$ cat config.mk
export PLATFORM = sky130hd
export DESIGN_NAME = sot_ctrl
export DESIGN_NICKNAME = d
export VERILOG_FILES = /design/src/rtl/sot_pkg.sv /design/src/rtl/sot_ctrl.sv
export SDC_FILE = /design/constraint.sdc
export NUM_CORES = 1
export LEC_CHECK = 0
export BUFFER_PORTS_ARGS = -buffer_cell sky130_fd_sc_hd__buf_4
export CORE_AREA = 10 10 47 49
export DETAILED_ROUTE_END_ITERATION = 10
export DIE_AREA = 0 0 57 59
export MAX_ROUTING_LAYER = met4
export PLACE_DENSITY = 0.74
export SYNTH_ARGS = -nofsm -noshare
export SYNTH_HDL_FRONTEND = slang
export SYNTH_SLANG_ARGS = --single-unit
$ cat constraint.sdc
create_clock -name aclk -period 3.75 [get_ports aclk]
set_input_delay 0.375 -clock aclk [delete_from_list [all_inputs] [get_ports aclk]]
set_output_delay 0.375 -clock aclk [all_outputs]
set_load 0.05 [all_outputs]
$ cat src/rtl/sot_pkg.sv
`default_nettype none
// ----------------------------------------------------------------------------
// sot_pkg
// Shared types, codes and widths for the shuffle order table.
// ----------------------------------------------------------------------------
package sot_pkg;

    localparam int CNT_W              = 11;
    localparam int TRK_W              = 10;
    localparam int SEED_W             = 32;
    localparam int FUNC_W             = 2;
    localparam int STAT_W             = 2;
    localparam int CFG_IDX_W          = 2;
    localparam int CFG_DATA_W         = 32;
    localparam int S_TDATA_W          = 16;
    localparam int M_TDATA_W          = 16;
    localparam int DEFAULT_MAX_TRACKS = 1024;
    localparam int MIN_TRACKS         = 2;

    typedef enum logic [CFG_IDX_W-1:0] {
        REG_TRACK_COUNT = 2'd0,
        REG_EXCLUDED    = 2'd1,
        REG_SEED        = 2'd2
    } sot_reg_t;

    typedef enum logic [FUNC_W-1:0] {
        FUNC_BUILD = 2'd0,
        FUNC_GET   = 2'd1,
        FUNC_SET   = 2'd2
    } sot_func_t;

    typedef enum logic [STAT_W-1:0] {
        STAT_OK        = 2'd0,
        STAT_END       = 2'd1,
        STAT_ERROR     = 2'd2,
        STAT_TOO_SMALL = 2'd3
    } sot_status_t;

    typedef enum logic [2:0] {
        IDX_HOLD,
        IDX_ZERO,
        IDX_INC,
        IDX_SHUF,
        IDX_DEC
    } sot_idx_op_t;

    typedef enum logic [1:0] {
        WR_NONE,
        WR_FILL,
        WR_I,
        WR_J
    } sot_wr_op_t;

    typedef enum logic [3:0] {
        S_IDLE,
        S_DECODE,
        S_FILL,
        S_DRAW,
        S_DIV,
        S_READ,
        S_WR_I,
        S_WR_J,
        S_GET,
        S_RESP
    } sot_state_t;

    typedef struct packed {
        logic        cap;
        logic        gen_load;
        logic        draw;
        sot_idx_op_t idx_op;
        sot_wr_op_t  wr_op;
        logic        rd_pair;
        logic        rd_play;
        logic        clear_built;
        logic        commit;
        logic        set_pos;
        logic        res_load;
        sot_status_t res_status;
        logic        res_use_mem;
        logic        out_load;
    } sot_cmd_t;

    typedef struct packed {
        logic [FUNC_W-1:0] func;
        logic              too_small;
        logic              cfg_bad;
        logic              built;
        logic              pos_ok;
        logic              at_end;
        logic              fill_last;
        logic              n_is_two;
        logic              shuf_done;
        logic              div_done;
        logic              out_free;
    } sot_stat_t;

endpackage
`default_nettype wire

$ cat src/rtl/sot_ctrl.sv
`default_nettype none
// ----------------------------------------------------------------------------
// sot_ctrl
// Command sequencer: decode, table fill, shuffle swaps and result hand-off.
// ----------------------------------------------------------------------------
module sot_ctrl (
    input  wire logic               aclk,
    input  wire logic               aresetn,
    input  wire logic               s_tvalid,
    output logic                    s_tready,
    input  wire sot_pkg::sot_stat_t stat,
    output sot_pkg::sot_cmd_t       cmd
);
    import sot_pkg::*;

    sot_state_t state_reg, state_next;

    always_ff @(posedge aclk) begin
        if (!aresetn) begin
            state_reg <= S_IDLE;
        end else begin
            state_reg <= state_next;
        end
    end

    always_comb begin
        cmd        = '0;
        state_next = state_reg;
        s_tready   = 1'b0;
        unique case (state_reg)
            S_IDLE: begin
                s_tready = 1'b1;
                if (s_tvalid) begin
                    cmd.cap    = 1'b1;
                    state_next = S_DECODE;
                end
            end
            S_DECODE: begin
                state_next   = S_RESP;
                cmd.res_load = 1'b1;
                unique case (stat.func)
                    FUNC_BUILD: begin
                        if (stat.too_small) begin
                            cmd.res_status = STAT_TOO_SMALL;
                        end else if (stat.cfg_bad) begin
                            cmd.clear_built = 1'b1;
                            cmd.res_status  = STAT_ERROR;
                        end else begin
                            cmd.res_load = 1'b0;
                            cmd.gen_load = 1'b1;
                            cmd.idx_op   = IDX_ZERO;
                            state_next   = S_FILL;
                        end
                    end
                    FUNC_GET: begin
                        if (!stat.built) begin
                            cmd.res_status = STAT_ERROR;
                        end else if (stat.at_end) begin
                            cmd.res_status = STAT_END;
                        end else begin
                            cmd.res_load = 1'b0;
                            cmd.rd_play  = 1'b1;
                            state_next   = S_GET;
                        end
                    end
                    FUNC_SET: begin
                        if (stat.built && stat.pos_ok) begin
                            cmd.set_pos    = 1'b1;
                            cmd.res_status = STAT_OK;
                        end else begin
                            cmd.res_status = STAT_ERROR;
                        end
                    end
                    default: begin
                        cmd.res_status = STAT_ERROR;
                    end
                endcase
            end
            S_FILL: begin
                cmd.wr_op = WR_FILL;
                if (stat.fill_last) begin
                    if (stat.n_is_two) begin
                        cmd.commit     = 1'b1;
                        cmd.res_load   = 1'b1;
                        cmd.res_status = STAT_OK;
                        state_next     = S_RESP;
                    end else begin
                        cmd.idx_op = IDX_SHUF;
                        state_next = S_DRAW;
                    end
                end else begin
                    cmd.idx_op = IDX_INC;
                end
            end
            S_DRAW: begin
                cmd.draw   = 1'b1;
                state_next = S_DIV;
            end
            S_DIV: begin
                if (stat.div_done) begin
                    state_next = S_READ;
                end
            end
            S_READ: begin
                cmd.rd_pair = 1'b1;
                state_next  = S_WR_I;
            end
            S_WR_I: begin
                cmd.wr_op  = WR_I;
                state_next = S_WR_J;
            end
            S_WR_J: begin
                cmd.wr_op = WR_J;
                if (stat.shuf_done) begin
                    cmd.commit     = 1'b1;
                    cmd.res_load   = 1'b1;
                    cmd.res_status = STAT_OK;
                    state_next     = S_RESP;
                end else begin
                    cmd.idx_op = IDX_DEC;
                    state_next = S_DRAW;
                end
            end
            S_GET: begin
                cmd.res_load    = 1'b1;
                cmd.res_status  = STAT_OK;
                cmd.res_use_mem = 1'b1;
                state_next      = S_RESP;
            end
            S_RESP: begin
                if (stat.out_free) begin
                    cmd.out_load = 1'b1;
                    state_next   = S_IDLE;
                end
            end
            default: begin
                state_next = S_IDLE;
            end
        endcase
    end

endmodule
`default_nettype wire

Word-level counts from Yosys, hierarchy flattened
Index checks and enable logic that the tools add are counted.

Eq/ne operators: 15. Multiplexer cells: 60. Reduce and logical (&&, ||, !) cells: 4.

Operator list (number): 4-bit case mux with 10 select lines (1); 1-bit two-way mux (33); 4-bit two-way mux (8); 4-bit by 3-bit == test with 1-bit output (second input constant) (4); 2-bit two-way mux (7); 3-bit two-way mux (4); 2-bit case mux with 3 select lines (2); 3-bit case mux with 4 select lines (1); 3-bit case mux with 3 select lines (1); 4-bit by 2-bit == test with 1-bit output (second input constant) (2); 4-bit == test (second input constant) (2); 2-bit inequality test (second input constant) (4); 4-bit case mux with 2 select lines (1); 4-bit by 1-bit == test with 1-bit output (second input constant) (1); 4-bit zero test (1); 1-bit case mux with 2 select lines (2); 4-bit AND reduction (1); 2-bit by 1-bit == test with 1-bit output (second input constant) (1); 2-bit == test (second input constant) (1); 2-bit zero test (1); 1-bit logical AND (1).

Flip-flop bits (word level): 4. Input port bits: 15. Logic and storage cells: 80.

Longest topological paths before layout
Gate-level depths: netlist of run 1.

Depth after elaboration: 4. Mapped depth: 6. Depth with buffers taken out: 4.

Worst setup path after synthesis of run 1
No wires, ideal clock.

Kind: register -> output. From: register state_reg[3]. To: output cmd[4] (netlist name). Arrival: 2725 ps. Slack: 650 ps. Stages on the path, launching flop included: 6. Path through: dfxtp_1 buf_6 or4b_1 buf_2 o31ai_1 a21o_1.

RTL lines: start, declared (line sot_ctrl.sv:16) `sot_state_t state_reg, state_next;`; start signal, assigned (line sot_ctrl.sv:22) `state_reg <= state_next;`; end, declared (line sot_ctrl.sv:12) `output sot_pkg::sot_cmd_t cmd`.

==> summary.txt, run 1 <==
Logic synthesis
  • Synth cell types: 34
  • Register area share after synthesis: 0.156
  • Post-synthesis compound-gate area fraction: 0.198
  • Mapped Cells: 77
  • Cell Area, Synth: 512 µm²
  • Top cells by count, synth: 11 x nor2_1, 9 x nand2_1, 4 x dfxtp_1, 4 x inv_1, 4 x nand3_1
  • Most frequent cell after synthesis: nor2_1
  • Yosys top cell area share: 0.156
  • Xor/xnor share of the synthesized area: 0.0171
  • Syn_area_per_cell: 6.65 µm²
  • Ys flop type: dfxtp_1
  • Yosys reg bits: 4
  • Simple-Gate Fraction of Synth Area: 0.506
  • Async set-reset flop share out of synthesis: 0
  • Most area-hungry cell type in the Yosys netlist: dfxtp_1
  • Synthesized Nets: 92
  • Number of synthesized flops with an enable pin: 0
  • Multiplexer share of the synthesized area: 0.0196
  • Top post-synthesis cells by area: dfxtp_1 16%, nor2_1 8.1%, nand2_1 6.6%, buf_6 4.4%, nand3_1 3.9%
  • Post-synthesis adder-cell area fraction: 0
  • Largest family of logic cells by synthesized area: simple AND/OR/NAND/NOR gates
  • Synthesis warning total: 0

Clock tree
  • CTS clk-pin slew, worst paths: about 40 ps
  • Cts repair resizes: 0
  • # clock sinks: 4
  • Inserted Clock Buffers: 3
  • Clk_lat worst skew: between 200 and 250 ps
  • Htree depth: 1
  • Post-CTS setup buffer count: 0
  • CTS tree: yes
  • Clock Tree Buf Depth: 2
  • Hold_buf cts: 0
  • Root buffer cell: clkbuf_4

Run
  • Max-Cap Viols: 0

Cells and area
  • Nets@finish: 125
  • N_diodes: 0
  • Area grow syn2layout: 49.4%
  • Layout Cells excl Fill: between 100 and 150
  • Max reg flops: 4
  • Share of layout cells above drive strength 1: 0.352

Outcome
  • Outcome: completed

Route
  • Detailed Routing Iterations Pass 1: 6
  • Starting DRT DRC Count: 6
  • Drt total wl: 1.76 mm
  • Met2 WL post-DR: around 760 µm
  • Via density: 5.35
  • DR WL met3: between 100 and 150 µm
  • Metal-1 WL: approximately 900 µm
  • Via Count: approximately 660
  • Max Used Layer: met3
  • Average routed wire per standard cell: 14.2 µm
  • Remaining DRCs: 0
  • Post-route ant nets: 0

Worst hold path
  • Hold_sp: aresetn
  • Hold Path End: state_reg[1]$_SDFFE_PN0P_
  • Worst Hold Class: in2reg
  • Hold Crit Depth: 2

GRT
  • Initial antenna violation count: 0
  • Gr ovfl total: 0
  • Vias in the first global route: around 670
  • First-pass GRT wire length: approximately 2.9 mm
  • Largest net degree at the start of global routing: 15
  • GRT Overall Usage: 0.101

Power
  • Peak VDD IR: between 0.5 and 0.6 mV
  • Pwr Total: about 560 µW
  • Leak Pwr: around 0.00037 µW
  • Pwr Density: approximately 730 nW/µm²

Setup path
  • Slowest CP cell: or4b_1
  • CP max FO: 13
  • Crit start category: flip-flop
  • Reg2reg setup slack: between 2000 and 2500 ps
  • Reg2reg start: state_reg[1]$_SDFFE_PN0P_
  • CP startpoint: state_reg[1]$_SDFFE_PN0P_
  • Critical path arrival: 2010 ps
  • CP Class: reg2out
  • Reg-to-Reg End: state_reg[3]$_SDFFE_PN0P_
  • Max stage delay on crit path: a little under 600 ps
  • Critical path required time: between 3000 and 4000 ps
  • Crit-path cells: or4b_1 > o31ai_1 > a21o_1 > buf_4
  • Worst r2r path cells: 4
  • Critical path endpoint category: output port

STA
  • Fin Setup TNS: 0 ps
  • Unrepaired setup endpoints after global routing: no
  • Final setup vio count: 0
  • Tightest Pin Transition: approximately 440 ps
  • Clock skew: 3.19 ps
  • Worst slew margin: 0.709
  • Final Max Slew Viols: 0
  • Tmin final: 2390 ps
  • Crit share post-route: 0.636
  • Highest clock rate: roughly 420 MHz
  • Final Hold Viols: 0

Die
  • Total core area: around 1400 µm²
  • Row count: 14
  • Initial Utilization: 0.365
  • Die outline width: approximately 57 µm
  • Die height: 59 µm
  • Die Footprint: 3360 µm²
  • Boundary Pins: 34

Placed design
  • DP Cell Count: 121
  • Final GP Congestion: approximately 0.8
  • PortBufs: 33
  • Post-DP HPWL: 1.45 mm
==> cells in the final DEF, fill, tap and decap left out, types with 2 or more instances in the layout <==
cell type,n
a21oi_1,2
a31oi_1,3
and2_1,2
and3_1,2
buf_4,33
clkbuf_4,3
dfxtp_1,4
inv_1,4
nand2_1,9
nand3_1,4
nand4_1,3
nor2_1,11
nor2b_1,2
nor3_1,3
o21ai_0,3
or3_1,2
==> worst max-delay path, delay by kind of cell (launching register included) <==
kind	cells	cell delay, ps
AOI/OAI and AO/OA	2	490
buffers and inverters	1	190
DFF	1	510
and+or+nand+nor	1	590
==> kinds of logic after synthesis <==
logic type | Yosys count
muxes | 1
and+or+nand+nor | 47
AOI/OAI and AO/OA | 15
xor gates and xnor gates | 1
buffers and inverters | 9
DFF | 4
==> cell type report <==
cell class                      instances  area (µm²)
Sequential cell                         4        80.1
Timing Repair Buffer                   33         248
Tap cell                               16        20.0
Clock buffer                            3        22.5
Inverter                                4        15.0
Multi-Input combinational cell         64         379
Fill cell                             149         637
==> how the worst max path moves through the flow <==
stage                     endpoint  slack, ps  cells past startpoint
final                       cmd[4]       1360                      4
after global routing        cmd[4]       1240                      4
after CTS                   cmd[4]       1390                      4
after detailed placement    cmd[4]       1650                      4
after global placement      cmd[4]       1700                      4
after floorplan             cmd[4]        650                      5
==> layer usage <==
layer | GRT usage | up-vias
li1 | - | 341
met1 | 0.139 | 291
met2 | 0.146 | 32
met3 | 0.0193 | 0
met4 | 0.0235 | 0
met5 | - | -
==> report_power, final <==
group / switching (µW) / internal [µW]
registers: 37.3 / 57.8
logic: 282 / 131
clock network: 18.0 / 35.8
total: 337 / 225
==> per-stage QoR <==
step / worst slack [ps] / utilization / hold WS [ps] / instance area (µm²)
global placement: 1700 / 0.529 / 611 / 742
floorplan: 650 / - / 503 / 512
global route: 1240 / 0.546 / 408 / 764
finish: 1360 / 0.546 / 397 / 764
CTS: 1390 / 0.546 / 393 / 764
detailed placement: 1650 / 0.529 / 621 / 742
(Power assumes the default switching activity.)
==> run 2: changes to the inputs <==
- CORE_AREA: 10 10 47 49 -> unset
- CORE_MARGIN: unset -> 10
- CORE_UTILIZATION: unset -> 36
- DIE_AREA: 0 0 57 59 -> unset
- PLACE_DENSITY: 0.74 -> 0.73
- clock period: 3.75 -> 2.15 ns (I/O delays scaled with it)
==> summary.txt, run 2 (synthesis gave the netlist of run 1 again) <==
Placed design
  • Final GP Congestion: 0.787
  • PortBufs: 33
  • Post-DP HPWL: 1.52 mm

GRT
  • Largest net degree at the start of global routing: 14
  • Initial antenna violation count: 0
  • First-pass GRT wire length: roughly 2.9 mm
  • GRT Overall Usage: 0.105
  • Gr ovfl total: 0
  • Vias in the first global route: 652

Power
  • Leak Pwr: 0.000402 µW
  • Pwr Total: between 1000 and 1500 µW
  • Peak VDD IR: a little under 0.9 mV
  • Pwr Density: 1250 nW/µm²

Route
  • Average routed wire per standard cell: around 14 µm
  • Via density: about 5.5
  • Remaining DRCs: 0
  • Starting DRT DRC Count: 15
  • Drt total wl: between 1.5 and 2 mm
  • Via Count: 701
  • Post-route ant nets: 0
  • Detailed Routing Iterations Pass 1: 4

Clock tree
  • Hold_buf cts: 0
  • Post-CTS setup buffer count: 0
  • Root buffer cell: clkbuf_4
  • CTS tree: yes
  • Cts repair resizes: 0
  • Inserted Clock Buffers: 3
  • Htree depth: 1
  • CTS clk-pin slew, worst paths: around 40 ps
  • # clock sinks: 4
  • Clk_lat worst skew: 240 ps
  • Clock Tree Buf Depth: 2

STA
  • Clock skew: roughly 3.5 ps
  • Final Max Slew Viols: 0
  • Unrepaired setup endpoints after global routing: no
  • Final setup vio count: 0
  • Tmin final: roughly 2000 ps
  • Worst slew margin: 0.752
  • Tightest Pin Transition: 362 ps
  • Final Hold Viols: 0
  • Crit share post-route: 0.933
  • Highest clock rate: 498 MHz

Cells and area
  • Number of fill cells: approximately 140
  • Commonest non-fill, non-tap cell in the layout: buf_4
  • Area grow syn2layout: 61.1%
  • Most frequent cells in the layout: 37 x buf_4, 11 x nor2_1, 9 x nand2_1
  • N_diodes: 0
  • Max reg flops: 4
  • Nets@finish: 129
  • Final Util: 0.626
  • Share of layout cells above drive strength 1: 0.429

Die
  • Die height: ~58 µm
  • Die Footprint: 3330 µm²
  • Total core area: between 1000 and 1500 µm²
  • Die outline width: 57.7 µm
  • Boundary Pins: 34
  • Row count: 13
  • Initial Utilization: 0.388

Worst hold path
  • Worst Hold Class: in2reg
  • Hold_sp: aresetn

Setup path
  • WP buf/inv: 1
  • Reg2reg start: state_reg[3]$_SDFFE_PN0P_
  • Slowest CP cell: or4b_4
  • Crit-path cells: or4b_4 > o31ai_2 > a21o_1 > buf_4
  • Max stage delay on crit path: 620 ps
  • CP Class: reg2out
  • CP max FO: 10
  • Top delay family on crit path: simple AND/OR/NAND/NOR gates
  • Critical path endpoint category: output port
  • CP startpoint: state_reg[3]$_SDFFE_PN0P_
  • Crit start category: flip-flop
  • Critical path arrival: ~1800 ps
  • Critical path required time: ~1900 ps

Outcome
  • Outcome: completed

Run
  • Max-Cap Viols: 0
## run 2: changes by cell type in the layout (fill, tap and decap cells not counted), sizes merged
cell,previous run,this run
buf,33,37
## run 2: through the flow
stage | TNS (ps) | hold WS (ps) | setup WS [ps] | cell area, µm² | cells
3_5_place_dp | 0 | 482 | 312 | 798 | 124
3_3_place_gp | 0 | 483 | 369 | 798 | 124
6_report | 0 | 242 | 143 | 825 | 127
4_1_cts | 0 | 236 | 50.5 | 821 | 127
5_1_grt | 0 | 232 | 78.5 | 825 | 127
2_1_floorplan | -478 | 343 | -332 | 539 | 77
## run 2: report_power, final
part	internal, µW	leakage (µW)	switching, µW
Sequential	101	0.0000328	49.4
Clock	62.4	0.0000138	30.3
Combinational	266	0.000355	522
## run 2: final timing paths
| path | end | slack [ps] | depth (start not counted) |
|---|---|---|---|
| min reg2reg | state_reg[3]$_SDFFE_PN0P_ | 630 | 2 |
| min | state_reg[1]$_SDFFE_PN0P_ | 240 | 2 |
| max reg2reg | state_reg[3]$_SDFFE_PN0P_ | 530 | 4 |
| max | cmd[4] | 140 | 4 |
## run 2: layout make-up
type | count | area, µm² | share of cell area
Timing Repair Buffer | 37 | 278 | 0.337
Tap cell | 15 | 18.8 | 0.0228
Clock buffer | 3 | 22.5 | 0.0273
Multi-Input combinational cell | 64 | 410 | 0.498
Inverter | 4 | 15.0 | 0.0182
Sequential cell | 4 | 80.1 | 0.0971
## run 2: per-layer routing
layer / routed length [µm] / global-route usage
met1: 824 / 0.121
met2: 832 / 0.161
met3: 166 / 0.0501
met4: 0 / 0.0201
met5: 0 / -
==> run 3: changes to the inputs <==
==> constraint.sdc (replaced) <==
create_clock -name aclk -period 2.15 [get_ports aclk]
set_input_delay 0.43 -clock aclk [delete_from_list [all_inputs] [get_ports aclk]]
set_output_delay 0.43 -clock aclk [all_outputs]
set_load 0.05 [all_outputs]
==> summary.txt, run 3 (synthesis gave the netlist of run 1 again) <==
Outcome
  • Outcome: completed

Worst hold path
  • Worst Hold Class: in2reg

Placed design
  • PortBufs: 33
  • Post-DP HPWL: about 1.5 mm
  • DP Cell Count: between 100 and 150
  • Final GP Congestion: roughly 0.77

Power
  • Leak Pwr: 0.000418 µW
  • Pwr Density: roughly 1300 nW/µm²
  • Pwr Total: around 1100 µW
  • Peak VDD IR: approximately 0.87 mV

Cells and area
  • Share of layout cells above drive strength 1: 0.461
  • Max reg flops: 4
  • Final Util: 0.656
  • Area grow syn2layout: 68.9%
  • N_diodes: 0
  • Nets@finish: ~130
  • Layout Cells excl Fill: 130
  • Commonest non-fill, non-tap cell in the layout: buf_4
  • Most frequent cells in the layout: 39 x buf_4, 10 x nor2_1, 9 x nand2_1

GRT
  • Initial antenna violation count: 0
  • Gr ovfl total: 0
  • Routing usage on met2: 0.167
  • Vias in the first global route: 690
  • First-pass GRT wire length: around 3 mm
  • Met1 usage: 0.126
  • GRT Overall Usage: 0.107
  • GR peak layer: met2
  • Largest net degree at the start of global routing: 14
  • Met3 Resource Use GR: 0.0370

STA
  • Tmin final: 2090 ps
  • Unrepaired setup endpoints after global routing: no
  • Final Hold Viols: 0
  • Tightest Pin Transition: roughly 350 ps
  • Final setup vio count: 0
  • Highest clock rate: between 400 and 500 MHz
  • Clock skew: 1.40 ps
  • Crit share post-route: 0.972
  • Worst slew margin: 0.758
  • Final Max Slew Viols: 0

Die
  • Die height: just under 60 µm
  • Die outline width: 57.7 µm
  • Total core area: roughly 1300 µm²
  • Die Footprint: 3330 µm²
  • Initial Utilization: 0.388
  • Boundary Pins: 34
  • Row count: 13

Clock tree
  • CTS clk-pin slew, worst paths: about 40 ps
  • Inserted Clock Buffers: 3
  • Root buffer cell: clkbuf_4
  • Htree depth: 1
  • Clock Tree Buf Depth: 2
  • Hold_buf cts: 0
  • # clock sinks: 4
  • CTS tree: yes
  • Clk_lat worst skew: 230 ps

Setup path
  • Critical path arrival: around 1700 ps
  • Critical path required time: between 1500 and 2000 ps
  • CP Class: reg2out
  • Critical path endpoint category: output port
  • Crit start category: flip-flop
  • CP max FO: 6

Route
  • Starting DRT DRC Count: 5
  • Post-route ant nets: 0
  • Average routed wire per standard cell: 13.8 µm
  • Drt total wl: roughly 1.8 mm
  • Via Count: 700
  • Via density: between 5 and 6
  • Detailed Routing Iterations Pass 1: 4
  • Remaining DRCs: 0

Run
  • Max-Cap Viols: 0
run 3: changes by cell type in the layout (fill, tap and decap cells not counted), sizes merged:
cell / before / now
buf: 37 / 40
run 3: critical path: stages (launching register included):
cell and delay, ps:
dfxtp_1 350, or4b_4 590, o31ai_4 210, a21o_1 120, buf_6 150
run 3: worst paths after layout:
check / startpoint / to / slack (ps) / cells after the start
worst min register to register: state_reg[0]$_SDFFE_PN0P_ / state_reg[3]$_SDFFE_PN0P_ / 580 / 2
worst max register to register: state_reg[0]$_SDFFE_PN0P_ / state_reg[0]$_SDFFE_PN0P_ / 550 / 5
worst max-delay path: state_reg[0]$_SDFFE_PN0P_ / cmd[4] / 60 / 4
worst min-delay path: aresetn / state_reg[1]$_SDFFE_PN0P_ / 450 / 2
run 3: report_power, final:
part	leakage, µW	total [µW]	internal (µW)	switching [µW]
registers	0.0000328	122	101	21.1
logic	0.000372	891	322	568
clock network	0.0000138	91.8	62.4	29.4
run 3: cell type report:
class | instances | area [µm²]
multi-input combinational | 64 | 424
inverter | 4 | 15.0
tap | 15 | 18.8
timing repair buffer | 40 | 304
clock buffer | 3 | 22.5
fill | 125 | 453
sequential | 4 | 80.1
run 3: timing repair:
action,4_1_cts,5_1_grt
endpoints found under the setup margin,3,8
resized for setup,1,3
pin swaps,0,0
setup buffers,0,0
run 3: metal layers:
| layer | part of all wire | vias to the layer above |
|---|---|---|
| met5 | 0 | - |
| met4 | 0 | 0 |
| met3 | 0.065 | 0 |
| met2 | 0.46 | 30 |
| met1 | 0.47 | 309 |
| li1 | - | 361 |
run 3: stage by stage:
stage          setup slack (ps)  hold slack (ps)  cell area, µm²  TNS (ps)
2_1_floorplan              -359              558             546     -1460
3_3_place_gp               77.5              549             827         0
3_5_place_dp               67.6              566             827         0
4_1_cts                    31.1              449             853         0
5_1_grt                    5.04              458             865         0
6_report                   61.1              452             865         0
